$ cat config.mk
export PLATFORM = sky130hd
export DESIGN_NAME = absmax_int8_vector_quantize_unit_flat
export DESIGN_NICKNAME = d
export VERILOG_FILES = /design/src/rtl/core/amq_pkg.sv /design/src/rtl/core/amq_if.sv /design/src/rtl/core/absmax_int8_vector_quantize_unit.sv /design/src/rtl/core/amq_datapath.sv /design/src/rtl/core/amq_ctrl.sv /design/src/flat_wrapper.sv
export SDC_FILE = /design/constraint.sdc
export NUM_CORES = 2
export LEC_CHECK = 0
export BUFFER_PORTS_ARGS = -buffer_cell sky130_fd_sc_hd__buf_2
export CORE_MARGIN = 2
export CORE_UTILIZATION = 40
export CTS_BUF_LIST = sky130_fd_sc_hd__clkbuf_2
export DETAILED_ROUTE_END_ITERATION = 8
export GPL_TIMING_DRIVEN = 0
export PLACE_DENSITY = 0.58
export SLEW_MARGIN = 20
export SYNTH_ARGS = -nofsm -noshare
export SYNTH_HDL_FRONTEND = slang
export SYNTH_HIERARCHICAL = 1
export SYNTH_SLANG_ARGS = --single-unit
$ cat constraint.sdc
create_clock -name clock -period 6.9 [get_ports clock]
set_input_delay 0 -clock clock [delete_from_list [all_inputs] [get_ports clock]]
set_output_delay 0 -clock clock [all_outputs]
set_load 0.1 [all_outputs]
$ cat src/rtl/core/amq_pkg.sv
`timescale 1ns / 1ps
// amq_pkg: shared constants and controller/datapath command and status types
// for the absmax int8 vector quantiser. No dependencies.
package amq_pkg;

   localparam int MAX_LEN_DEF = 64;

   // Magnitude bits of +Inf; anything above is a NaN
   localparam logic [30:0] MAG_INF = 31'h7F80_0000;
   // 127 as a 24-bit significand (1.984375 * 2^23), exponent 6
   localparam logic [23:0] DIVIDEND = 24'hFE_0000;
   localparam logic [4:0]  QUO_BITS = 5'd26;
   localparam logic [23:0] ONE_MANT = 24'h80_0000;

   // class of the scale factor
   typedef enum logic [1:0] {SC_NORM, SC_ZERO, SC_INF} scls_type;
   // class of one product before integer conversion
   typedef enum logic [1:0] {RC_ZERO, RC_SAT, RC_FIN} rcls_type;

   typedef struct packed {
      logic load;
      logic peak_norm_load;
      logic norm_step;
      logic div_start;
      logic div_step;
      logic div_finish;
      logic elem_read;
      logic elem_norm_load;
      logic mul;
      logic rnd;
      logic cnv;
   } cmd_type;

   typedef struct packed {
      logic closing;
      logic norm_done;
      logic div_last;
      logic last_elem;
      logic out_free;
   } status_type;

endpackage

$ cat src/rtl/core/amq_if.sv
`timescale 1ns / 1ps
// amq_if: valid/ready channel interfaces for the input and result words.
// No dependencies.
interface amq_req_if;
   logic        valid;
   logic        ready;
   logic [31:0] value_bits;
   logic        is_last;

   modport source (output valid, output value_bits, output is_last, input ready);
   modport sink   (input valid, input value_bits, input is_last, output ready);
endinterface

interface amq_rsp_if;
   logic              valid;
   logic              ready;
   logic signed [7:0] quant_value;
   logic [5:0]        elem_index;
   logic              end_of_vector;

   modport source (output valid, output quant_value, output elem_index,
                   output end_of_vector, input ready);
   modport sink   (input valid, input quant_value, input elem_index,
                   input end_of_vector, output ready);
endinterface

$ cat src/rtl/core/absmax_int8_vector_quantize_unit.sv
`timescale 1ns / 1ps
// absmax_int8_vector_quantize_unit: top level, symmetric absmax int8 quantiser.
// Depends on amq_pkg, amq_if, amq_ctrl and amq_datapath.
//
// Usage
//  req_if carries one single-precision element per word; is_last closes the
//  vector, and so does the MAX_LEN-th word. rsp_if then gives one int8 word per
//  element in order, with its index and end_of_vector on the final one.
//  Load: one word per cycle while req_if.ready is high; ready drops from the
//  closing word until the last result sits in the output register.
//  Scale: 127 / peak by a restoring divider, one quotient bit a cycle; a
//  subnormal peak is first shifted up past its leading zeros.
//  Emission, element by element: store read, normalise (a subnormal element
//  is shifted up past its leading zeros), multiply, round, convert.
//  A stalled receiver holds the output register; the sequencer waits on it.
//  Reset (synchronous) empties the vector and clears the peak; store contents
//  are not cleared since only words of the current vector are read.
//  NaN products give 0; overflow saturates to 127 / -128.
module absmax_int8_vector_quantize_unit #(
   parameter int MAX_LEN = amq_pkg::MAX_LEN_DEF
) (
   input  logic      clock,
   input  logic      reset,
   amq_req_if.sink   req_if,
   amq_rsp_if.source rsp_if
);

   amq_pkg::cmd_type    cmd;
   amq_pkg::status_type status;

   amq_ctrl u_ctrl (
      .clock     (clock),
      .reset     (reset),
      .req_valid (req_if.valid),
      .req_ready (req_if.ready),
      .status    (status),
      .cmd       (cmd)
   );

   amq_datapath #(
      .MAX_LEN (MAX_LEN)
   ) u_datapath (
      .clock             (clock),
      .reset             (reset),
      .cmd               (cmd),
      .status            (status),
      .req_value_bits    (req_if.value_bits),
      .req_is_last       (req_if.is_last),
      .rsp_ready         (rsp_if.ready),
      .rsp_valid         (rsp_if.valid),
      .rsp_quant_value   (rsp_if.quant_value),
      .rsp_elem_index    (rsp_if.elem_index),
      .rsp_end_of_vector (rsp_if.end_of_vector)
   );

endmodule

$ cat src/rtl/core/amq_datapath.sv
`timescale 1ns / 1ps
// amq_datapath: sample store, peak tracker, normaliser, restoring divider,
// multiplier, rounding and int8 conversion, output register. Uses amq_pkg.
module amq_datapath #(
   parameter int MAX_LEN = amq_pkg::MAX_LEN_DEF
) (
   input  logic                 clock,
   input  logic                 reset,
   input  amq_pkg::cmd_type     cmd,
   output amq_pkg::status_type  status,
   input  logic [31:0]          req_value_bits,
   input  logic                 req_is_last,
   input  logic                 rsp_ready,
   output logic                 rsp_valid,
   output logic signed [7:0]    rsp_quant_value,
   output logic [5:0]           rsp_elem_index,
   output logic                 rsp_end_of_vector
);

   localparam int IDX_W = (MAX_LEN > 1) ? $clog2(MAX_LEN) : 1;
   localparam int CNT_W = $clog2(MAX_LEN + 1);

   typedef enum logic [1:0] {EC_FIN, EC_ZERO, EC_INF, EC_NAN} ecls_type;

   // store
   logic [31:0]        store_mem [MAX_LEN];
   logic [31:0]        rd_data_ff;

   logic [CNT_W-1:0]   fill_ff, fill_in, len_ff, len_in, fill_nxt;
   logic [30:0]        peak_ff, peak_in;
   logic [IDX_W-1:0]   emit_idx_ff, emit_idx_in;

   // normaliser
   logic [23:0]        norm_mant_ff, norm_mant_in;
   logic signed [9:0]  norm_exp_ff, norm_exp_in;
   logic               norm_done;
   logic [30:0]        norm_src;

   // divider
   logic [24:0]        rem_ff, rem_in, dvs, diff;
   logic [25:0]        quo_ff, quo_in;
   logic [4:0]         dcnt_ff, dcnt_in;
   logic               ge;

   // scale
   logic [23:0]        scale_mant_ff, scale_mant_in;
   logic signed [9:0]  scale_exp_ff, scale_exp_in;
   amq_pkg::scls_type  scls_ff, scls_in;

   logic [23:0]        qm;
   logic               qg, qs, qinc;
   logic [24:0]        qr;
   logic signed [9:0]  qe, qe_fin;

   // element
   logic               esign_ff, esign_in;
   ecls_type           ecls_ff, ecls_in;

   // product and rounding
   logic [47:0]        prod_ff, prod_in;
   logic signed [9:0]  pexp_ff, pexp_in;
   amq_pkg::rcls_type  rcls_ff, rcls_in;
   logic               psign_ff, psign_in;
   logic [24:0]        rm_ff, rm_in;
   logic signed [9:0]  re_ff, re_in;
   amq_pkg::rcls_type  rrcls_ff, rrcls_in;
   logic               rsign_ff, rsign_in;
   logic [23:0]        pm;
   logic               pg, ps;

   // conversion
   logic signed [9:0]  sh_full;
   logic [3:0]         sh;
   logic [33:0]        shifted, biased;
   logic [8:0]         tval;
   logic signed [7:0]  qv, sat_val;

   logic               valid_ff, valid_in;
   logic signed [7:0]  quant_ff;
   logic [5:0]         idx_ff;
   logic               end_ff;

   logic [30:0]        mag;
   logic               last_elem;

   assign mag       = req_value_bits[30:0];
   assign fill_nxt  = fill_ff + CNT_W'(1);
   assign last_elem = (CNT_W'(emit_idx_ff) + CNT_W'(1)) == len_ff;
   assign norm_done = norm_mant_ff[23] || (norm_mant_ff == 24'd0);

   assign status.closing   = req_is_last || (fill_nxt == CNT_W'(MAX_LEN));
   assign status.norm_done = norm_done;
   assign status.div_last  = (dcnt_ff == 5'd1);
   assign status.last_elem = last_elem;
   assign status.out_free  = !valid_ff || rsp_ready;

   // memory: one write port, one registered read port
   always_ff @(posedge clock) begin
      if (cmd.load) begin
         store_mem[fill_ff[IDX_W-1:0]] <= req_value_bits;
      end
      if (cmd.elem_read) begin
         rd_data_ff <= store_mem[emit_idx_ff];
      end
   end

   // load side and index
   always_comb begin
      fill_in     = fill_ff;
      len_in      = len_ff;
      peak_in     = peak_ff;
      emit_idx_in = emit_idx_ff;
      if (cmd.load) begin
         if (status.closing) begin
            fill_in = '0;
            len_in  = fill_nxt;
         end else begin
            fill_in = fill_nxt;
         end
         if (mag <= amq_pkg::MAG_INF && mag > peak_ff) begin
            peak_in = mag;
         end
      end
      if (cmd.div_finish) begin
         peak_in     = '0;
         emit_idx_in = '0;
      end
      if (cmd.cnv && !last_elem) begin
         emit_idx_in = emit_idx_ff + IDX_W'(1);
      end
   end

   // normaliser: subnormals shifted up one bit a cycle
   always_comb begin
      norm_src     = cmd.peak_norm_load ? peak_ff : rd_data_ff[30:0];
      norm_mant_in = norm_mant_ff;
      norm_exp_in  = norm_exp_ff;
      if (cmd.peak_norm_load || cmd.elem_norm_load) begin
         if (norm_src[30:23] == 8'd0) begin
            norm_mant_in = {1'b0, norm_src[22:0]};
            norm_exp_in  = -10'sd126;
         end else begin
            norm_mant_in = {1'b1, norm_src[22:0]};
            norm_exp_in  = $signed({2'b00, norm_src[30:23]}) - 10'sd127;
         end
      end else if (cmd.norm_step && !norm_done) begin
         norm_mant_in = {norm_mant_ff[22:0], 1'b0};
         norm_exp_in  = norm_exp_ff - 10'sd1;
      end
   end

   // restoring divider, one quotient bit a cycle
   always_comb begin
      dvs     = {1'b0, norm_mant_ff};
      ge      = rem_ff >= dvs;
      diff    = ge ? (rem_ff - dvs) : rem_ff;
      rem_in  = rem_ff;
      quo_in  = quo_ff;
      dcnt_in = dcnt_ff;
      if (cmd.div_start) begin
         rem_in  = {1'b0, amq_pkg::DIVIDEND};
         quo_in  = '0;
         dcnt_in = amq_pkg::QUO_BITS;
      end else if (cmd.div_step && dcnt_ff != 5'd0) begin
         rem_in  = {diff[23:0], 1'b0};
         quo_in  = {quo_ff[24:0], ge};
         dcnt_in = dcnt_ff - 5'd1;
      end
   end

   // quotient normalise and round to nearest even
   always_comb begin
      if (quo_ff[25]) begin
         qm = quo_ff[25:2];
         qg = quo_ff[1];
         qs = quo_ff[0] || (rem_ff != 25'd0);
         qe = 10'sd6 - norm_exp_ff;
      end else begin
         qm = quo_ff[24:1];
         qg = quo_ff[0];
         qs = rem_ff != 25'd0;
         qe = 10'sd5 - norm_exp_ff;
      end
      qinc   = qg && (qs || qm[0]);
      qr     = {1'b0, qm} + 25'(qinc);
      qe_fin = qr[24] ? (qe + 10'sd1) : qe;

      scale_mant_in = scale_mant_ff;
      scale_exp_in  = scale_exp_ff;
      scls_in       = scls_ff;
      if (cmd.div_finish) begin
         scale_mant_in = qr[24] ? qr[24:1] : qr[23:0];
         scale_exp_in  = qe_fin;
         if (peak_ff == 31'd0) begin
            scale_mant_in = amq_pkg::ONE_MANT;
            scale_exp_in  = 10'sd0;
            scls_in       = amq_pkg::SC_NORM;
         end else if (peak_ff == amq_pkg::MAG_INF) begin
            scls_in = amq_pkg::SC_ZERO;
         end else if (qe_fin > 10'sd127) begin
            scls_in = amq_pkg::SC_INF;
         end else begin
            scls_in = amq_pkg::SC_NORM;
         end
      end
   end

   // element class, captured as it enters the normaliser
   always_comb begin
      esign_in = esign_ff;
      ecls_in  = ecls_ff;
      if (cmd.elem_norm_load) begin
         esign_in = rd_data_ff[31];
         if (rd_data_ff[30:23] == 8'hFF) begin
            ecls_in = (rd_data_ff[22:0] == 23'd0) ? EC_INF : EC_NAN;
         end else if (rd_data_ff[30:0] == 31'd0) begin
            ecls_in = EC_ZERO;
         end else begin
            ecls_in = EC_FIN;
         end
      end
   end

   // multiply
   always_comb begin
      prod_in  = prod_ff;
      pexp_in  = pexp_ff;
      rcls_in  = rcls_ff;
      psign_in = psign_ff;
      if (cmd.mul) begin
         prod_in  = norm_mant_ff * scale_mant_ff;
         pexp_in  = norm_exp_ff + scale_exp_ff;
         psign_in = esign_ff;
         case (ecls_ff)
            EC_NAN, EC_ZERO: rcls_in = amq_pkg::RC_ZERO;
            EC_INF: rcls_in = (scls_ff == amq_pkg::SC_ZERO) ? amq_pkg::RC_ZERO
                                                            : amq_pkg::RC_SAT;
            default: begin
               case (scls_ff)
                  amq_pkg::SC_ZERO: rcls_in = amq_pkg::RC_ZERO;
                  amq_pkg::SC_INF:  rcls_in = amq_pkg::RC_SAT;
                  default:          rcls_in = amq_pkg::RC_FIN;
               endcase
            end
         endcase
      end
   end

   // product to single precision, round to nearest even
   always_comb begin
      if (prod_ff[47]) begin
         pm = prod_ff[47:24];
         pg = prod_ff[23];
         ps = prod_ff[22:0] != 23'd0;
      end else begin
         pm = prod_ff[46:23];
         pg = prod_ff[22];
         ps = prod_ff[21:0] != 22'd0;
      end
      rm_in    = rm_ff;
      re_in    = re_ff;
      rrcls_in = rrcls_ff;
      rsign_in = rsign_ff;
      if (cmd.rnd) begin
         rm_in    = {1'b0, pm} + 25'(pg && (ps || pm[0]));
         re_in    = prod_ff[47] ? (pexp_ff + 10'sd1) : pexp_ff;
         rrcls_in = rcls_ff;
         rsign_in = psign_ff;
      end
   end

   // integer conversion: floor(|x| + 0.5), saturate
   always_comb begin
      sh_full = re_ff + 10'sd2;
      sh      = sh_full[3:0];
      shifted = {9'd0, rm_ff} << sh;
      biased  = shifted + 34'h100_0000;
      tval    = biased[33:25];
      sat_val = rsign_ff ? -8'sd128 : 8'sd127;
      case (rrcls_ff)
         amq_pkg::RC_ZERO: qv = 8'sd0;
         amq_pkg::RC_SAT:  qv = sat_val;
         default: begin
            if (re_ff > 10'sd6) begin
               qv = sat_val;
            end else if (re_ff < -10'sd2) begin
               qv = 8'sd0;
            end else if (rsign_ff) begin
               qv = (tval > 9'd128) ? -8'sd128 : $signed(8'(9'd0 - tval));
            end else begin
               qv = (tval > 9'd127) ? 8'sd127 : $signed(tval[7:0]);
            end
         end
      endcase
      valid_in = valid_ff;
      if (cmd.cnv) begin
         valid_in = 1'b1;
      end else if (rsp_ready) begin
         valid_in = 1'b0;
      end
   end

   always_ff @(posedge clock) begin
      if (reset) begin
         fill_ff     <= '0;
         len_ff      <= '0;
         peak_ff     <= '0;
         emit_idx_ff <= '0;
         dcnt_ff     <= '0;
         valid_ff    <= 1'b0;
         scls_ff     <= amq_pkg::SC_ZERO;
      end else begin
         fill_ff     <= fill_in;
         len_ff      <= len_in;
         peak_ff     <= peak_in;
         emit_idx_ff <= emit_idx_in;
         dcnt_ff     <= dcnt_in;
         valid_ff    <= valid_in;
         scls_ff     <= scls_in;
      end
   end

   always_ff @(posedge clock) begin
      norm_mant_ff  <= norm_mant_in;
      norm_exp_ff   <= norm_exp_in;
      rem_ff        <= rem_in;
      quo_ff        <= quo_in;
      scale_mant_ff <= scale_mant_in;
      scale_exp_ff  <= scale_exp_in;
      esign_ff      <= esign_in;
      ecls_ff       <= ecls_in;
      prod_ff       <= prod_in;
      pexp_ff       <= pexp_in;
      rcls_ff       <= rcls_in;
      psign_ff      <= psign_in;
      rm_ff         <= rm_in;
      re_ff         <= re_in;
      rrcls_ff      <= rrcls_in;
      rsign_ff      <= rsign_in;
      if (cmd.cnv) begin
         quant_ff <= qv;
         idx_ff   <= 6'(emit_idx_ff);
         end_ff   <= last_elem;
      end
   end

   assign rsp_valid         = valid_ff;
   assign rsp_quant_value   = quant_ff;
   assign rsp_elem_index    = idx_ff;
   assign rsp_end_of_vector = end_ff;

endmodule

$ cat src/rtl/core/amq_ctrl.sv
`timescale 1ns / 1ps
// amq_ctrl: sequencer for load, scale division and per-element emission.
// Uses amq_pkg command and status types.
module amq_ctrl (
   input  logic                clock,
   input  logic                reset,
   input  logic                req_valid,
   output logic                req_ready,
   input  amq_pkg::status_type status,
   output amq_pkg::cmd_type    cmd
);

   typedef enum logic [3:0] {
      S_LOAD, S_PLOAD, S_PNORM, S_DSTART, S_DRUN, S_DFIN,
      S_RD, S_ELOAD, S_ENORM, S_MUL, S_RND, S_CNV
   } state_type;

   state_type state_ff, state_in;
   logic      ready_ff;

   always_comb begin
      cmd                = '0;
      cmd.load           = (state_ff == S_LOAD) && req_valid;
      cmd.peak_norm_load = (state_ff == S_PLOAD);
      cmd.norm_step      = (state_ff == S_PNORM) || (state_ff == S_ENORM);
      cmd.div_start      = (state_ff == S_DSTART);
      cmd.div_step       = (state_ff == S_DRUN);
      cmd.div_finish     = (state_ff == S_DFIN);
      cmd.elem_read      = (state_ff == S_RD);
      cmd.elem_norm_load = (state_ff == S_ELOAD);
      cmd.mul            = (state_ff == S_MUL);
      cmd.rnd            = (state_ff == S_RND);
      cmd.cnv            = (state_ff == S_CNV) && status.out_free;
   end

   always_comb begin
      state_in = state_ff;
      unique case (state_ff)
         S_LOAD:   if (req_valid && status.closing) state_in = S_PLOAD;
         S_PLOAD:  state_in = S_PNORM;
         S_PNORM:  if (status.norm_done) state_in = S_DSTART;
         S_DSTART: state_in = S_DRUN;
         S_DRUN:   if (status.div_last) state_in = S_DFIN;
         S_DFIN:   state_in = S_RD;
         S_RD:     state_in = S_ELOAD;
         S_ELOAD:  state_in = S_ENORM;
         S_ENORM:  if (status.norm_done) state_in = S_MUL;
         S_MUL:    state_in = S_RND;
         S_RND:    state_in = S_CNV;
         S_CNV: begin
            if (status.out_free) begin
               state_in = status.last_elem ? S_LOAD : S_RD;
            end
         end
         default:  state_in = S_LOAD;
      endcase
   end

   always_ff @(posedge clock) begin
      if (reset) begin
         state_ff <= S_LOAD;
         ready_ff <= 1'b1;
      end else begin
         state_ff <= state_in;
         ready_ff <= (state_in == S_LOAD);
      end
   end

   assign req_ready = ready_ff;

endmodule

$ cat src/flat_wrapper.sv
// flat-port wrapper written by rule: the top's interface ports become plain ports
module absmax_int8_vector_quantize_unit_flat 
#(
   parameter int MAX_LEN = amq_pkg::MAX_LEN_DEF
)
  (clock, reset, req_if_valid, req_if_value_bits, req_if_is_last, req_if_ready, rsp_if_valid, rsp_if_quant_value, rsp_if_elem_index, rsp_if_end_of_vector, rsp_if_ready);
  amq_req_if req_if_i ();
  amq_rsp_if rsp_if_i ();
  input  logic clock;
  input  logic reset;
  input wire logic [$bits(req_if_i.valid)-1:0] req_if_valid;
  input wire logic [$bits(req_if_i.value_bits)-1:0] req_if_value_bits;
  input wire logic [$bits(req_if_i.is_last)-1:0] req_if_is_last;
  output wire logic [$bits(req_if_i.ready)-1:0] req_if_ready;
  output wire logic [$bits(rsp_if_i.valid)-1:0] rsp_if_valid;
  output wire logic [$bits(rsp_if_i.quant_value)-1:0] rsp_if_quant_value;
  output wire logic [$bits(rsp_if_i.elem_index)-1:0] rsp_if_elem_index;
  output wire logic [$bits(rsp_if_i.end_of_vector)-1:0] rsp_if_end_of_vector;
  input wire logic [$bits(rsp_if_i.ready)-1:0] rsp_if_ready;
  assign req_if_i.valid = req_if_valid;
  assign req_if_i.value_bits = req_if_value_bits;
  assign req_if_i.is_last = req_if_is_last;
  assign req_if_ready = req_if_i.ready;
  assign rsp_if_valid = rsp_if_i.valid;
  assign rsp_if_quant_value = rsp_if_i.quant_value;
  assign rsp_if_elem_index = rsp_if_i.elem_index;
  assign rsp_if_end_of_vector = rsp_if_i.end_of_vector;
  assign rsp_if_i.ready = rsp_if_ready;
  absmax_int8_vector_quantize_unit #(.MAX_LEN(MAX_LEN)) u_core (.clock(clock), .reset(reset), .req_if(req_if_i), .rsp_if(rsp_if_i));
endmodule
==> summary.txt <==
STA
  • Post-layout min period: 7.49 ns
  • Worst Setup Slack, final: -0.593 ns
  • Worst-Margin Slew: 1.15 ns
  • RSZ-0062 raised after global routing: true
  • Fin. max-slew vios: 0
  • Final setup violation count: 20
  • Max-slew headroom: 23.5%
  • Endpoints failing hold: 0
  • Fmax: 133 MHz
  • Setup Skew: 0.444 ns
  • Period utilization: 109%

Global routing
  • GR peak layer: met2
  • Remaining Overflow, GRT: 0
  • Met3 Use GR: 4.96%
  • Initial antenna violation count: 32
  • Vias in the first global route: around 70000
  • Met2 global-route usage: between 30% and 40%
  • First-pass GRT wire length: between 400000 and 500000 um
  • Largest net degree at the start of global routing: 66
  • Met1 Use GR: 29.5%
  • Total track usage: 23.2%

Worst setup path
  • Worst EP required: 8.36 ns
  • Flop2flop setup slack: -0.59 ns
  • Crit. End Element: register
  • Worst r2r src: u_core/u_datapath/scale_mant_ff[11]$_SDFFCE_PN0P_
  • Max FO, Critical Path: 10
  • Slowest stage cell on the critical path: fa_2
  • Critical path startpoint category: register
  • R2r endpoint: u_core/u_datapath/prod_ff[42]$_DFFE_PP_
  • Kind of critical path: register to register
  • Worst EP arrival: 8.96 ns
  • Worst reg2reg path depth: 28
  • CP dominant cell by count: fa_1
  • Slowest stage delay, CP: 0.56 ns

Status
  • Failing checks: setup timing
  • Status: finished, violations left

Worst hold path
  • Hold path cells: 4
  • Hold Crit Endpoint: u_core/u_datapath/store_mem[55][12]$_DFFE_PP_
  • Hold Crit Start: req_if_value_bits[12]
  • Hold WC Path Type: input port to register

Synthesis
  • Warnings, synthesis: 6
  • Syn Inst Count: ~7000
  • Post-synthesis async set-or-reset flop share: 0%
  • Post-synth top area share: 58.8%
  • Post-synth top cells: edfxtp_1 (2234), mux4_2 (679), inv_1 (655)
  • Synth top area cells: edfxtp_1 (59%), mux4_2 (13%), fa_1 (8.5%), ha_1 (2.8%), inv_1 (2.2%)
  • Post-synth EDFFs: around 2200
  • Most common cell in the netlist: edfxtp_1
  • Post-synthesis sequential area ratio: between 60 and 70%
  • Netlist cell types: 97
  • Synth Cell Area: 114000 um2
  • Avg Cell Area, Syn: 16.4 um2
  • Top_reg_cell synth: edfxtp_1
  • Register bit total from synthesis: 2348
  • Mapped Nets: 7750
  • Area leader, netlist: edfxtp_1

Layout
  • Final net count: between 8000 and 9000
  • Final Instance Count excl. Fillers: 12200
  • Area grow syn2layout: 14.8%
  • Final Util: 46.1%
  • Layout cells sized above 1: 26.7%

Die
  • Die width: 538 um
  • Die area: 290000 um2
  • Starting density of the core: 40.1%
  • Core box area: 284000 um2
  • I/O pin count: 54
  • # rows: 196
  • Die Ht: 538 um

Run
  • Max cap viols: 0

Power
  • Peak VDD IR: 2770 uV
  • Leakage dissipation: between 40 and 50 nW
  • PwrDens: roughly 530 nW/um2

Routing
  • Via count: 66800
  • Post-DRT Antenna Nets: 0
  • Post-DR wirelength/cell: 27.8 um
  • DRC: 0
  • Vias per cell: between 5 and 6
  • Initial DRC Count: 6968
  • Drt total wl: 338000 um
  • DR pass1 iterations: 5

CTS
  • Num CTS Buffers: 589
  • CTS root buffer: clkbuf_2
  • Reg clk slew, reported paths: 0.12 ns
  • TritonCTS clock tree: yes
  • # clock sinks: 2348
  • Longest Clk Path Bufs: 4
  • Clk_lat worst skew: 1.95 ns
  • Max H-tree Level: 6

Placed design
  • PortBufs: 53
  • DP HPWL: approximately 240000 um
  • Placed cells: 10900
  • GPL Wtd Cong: 0.897
registers in the layout (all words and copies together) (netlist names), 2 cells and up:
register,count
u_core/u_datapath/prod_ff,26
u_core/u_datapath/rd_data_ff,32
u_core/u_datapath/quo_ff,26
u_core/u_datapath/scls_ff,2
u_core/u_datapath/norm_mant_ff,24
u_core/u_datapath/re_ff,10
u_core/u_datapath/dcnt_ff,5
u_core/u_datapath/len_ff,7
u_core/u_datapath/rrcls_ff,2
u_core/u_datapath/peak_ff,31
u_core/u_datapath/store_mem,2048
u_core/u_datapath/norm_exp_ff,10
u_core/u_datapath/rem_ff,24
u_core/u_datapath/pexp_ff,10
u_core/u_datapath/scale_exp_ff,10
u_core/u_ctrl/state_ff,4
u_core/u_datapath/ecls_ff,2
u_core/u_datapath/fill_ff,7
u_core/u_datapath/rcls_ff,2
u_core/u_datapath/rsp_elem_index,6
u_core/u_datapath/emit_idx_ff,6
u_core/u_datapath/rsp_quant_value,8
u_core/u_datapath/scale_mant_ff,24
u_core/u_datapath/rm_ff,16
worst max path at each step:
stage                                                           start                                 endpoint  slack (ns)  depth (start not counted)
finish              u_core/u_datapath/scale_mant_ff[11]$_SDFFCE_PN0P_  u_core/u_datapath/prod_ff[42]$_DFFE_PP_       -0.59                         28
global route        u_core/u_datapath/scale_mant_ff[14]$_SDFFCE_PN0P_  u_core/u_datapath/prod_ff[47]$_DFFE_PP_       -0.73                         23
CTS                      u_core/u_datapath/norm_mant_ff[10]$_DFFE_PP_  u_core/u_datapath/prod_ff[47]$_DFFE_PP_       -0.52                         25
detailed placement       u_core/u_datapath/norm_mant_ff[13]$_DFFE_PP_  u_core/u_datapath/prod_ff[41]$_DFFE_PP_       -2.50                         28
global placement         u_core/u_datapath/norm_mant_ff[13]$_DFFE_PP_  u_core/u_datapath/prod_ff[41]$_DFFE_PP_       -2.41                         28
floorplan                u_core/u_datapath/norm_mant_ff[17]$_DFFE_PP_  u_core/u_datapath/prod_ff[41]$_DFFE_PP_        0.01                         26
worst max-delay path: cells and delay by family, from the launching register on:
| kind | cells | cell delay [ns] |
|---|---|---|
| compound gates | 2 | 0.57 |
| simple gates | 6 | 1.07 |
| buf+inv | 11 | 1.17 |
| fa+ha+maj | 8 | 3.81 |
| flops | 1 | 0.54 |
| xor+xnor | 1 | 0.13 |
metal layers:
| metal | part of all wire [%] | routed length [um] |
|---|---|---|
| met4 | 4.0 | 13700 |
| met5 | 0.060 | 202 |
| met2 | 49 | 166000 |
| met1 | 39 | 130000 |
| met3 | 8.2 | 27800 |
kinds of logic after synthesis:
| family | share of synthesized area, % |
|---|---|
| flops | 60.8 |
| simple gates | 6.14 |
| buf+inv | 3.48 |
| mux | 14.4 |
| fa+ha+maj | 11.3 |
| compound gates | 2.74 |
| xor+xnor | 1.16 |
through the flow:
stage | hold slack (ns) | TNS [ns] | worst slack, ns | power [mW] | instance area (um2)
floorplan | 0.0724 | 0 | 0.0105 | 40.1 | 114000
global placement | 0.331 | -153.41 | -2.41 | 46.7 | 119000
detailed placement | 0.347 | -48.54 | -2.50 | 47.3 | 122000
CTS | 0.0895 | -5.56 | -0.516 | 66.8 | 131000
global route | 0.124 | -10.78 | -0.727 | 74.4 | 131000
finish | 0.217 | -8.00 | -0.593 | 69.2 | 131000
power breakdown:
part	internal [mW]	switching [mW]
combinational	19.8	22.7
sequential	17.2	0.100
clock	3.67	5.68
layout make-up:
type / instances / area [um2]
clock buffer: 839 / 4200
timing repair buffer: 434 / 5740
buffer: 363 / 1770
sequential: 2348 / 69400
fill: 24900 / 153000
antenna: 23 / 57.6
tap: 3762 / 4710
multi-input combinational: 3586 / 41800
clock inverter: 151 / 975
inverter: 658 / 2470
cell usage in the layout, fill, tap and decap left out, drive strengths merged, types with 123 or more instances in the layout:
master / n
and2: 305
fa: 483
mux4: 685
buf: 380
a21oi: 148
edfxtp: 2234
dlygate4sd3: 123
nand2: 547
clkbuf: 1133
nor2: 227
inv: 680
ha: 256
timing repair:
item / CTS / global route
pin swaps: 59 / 21
gates cloned: 0 / 0
gates resized for setup: 200 / 40
endpoints found under the hold margin: 2429 / 0
hold buffers: 154 / 0
endpoints found under the setup margin: 26 / 23
setup buffers: 91 / 12
No activity file was read; power rests on OpenSTA's default activity.
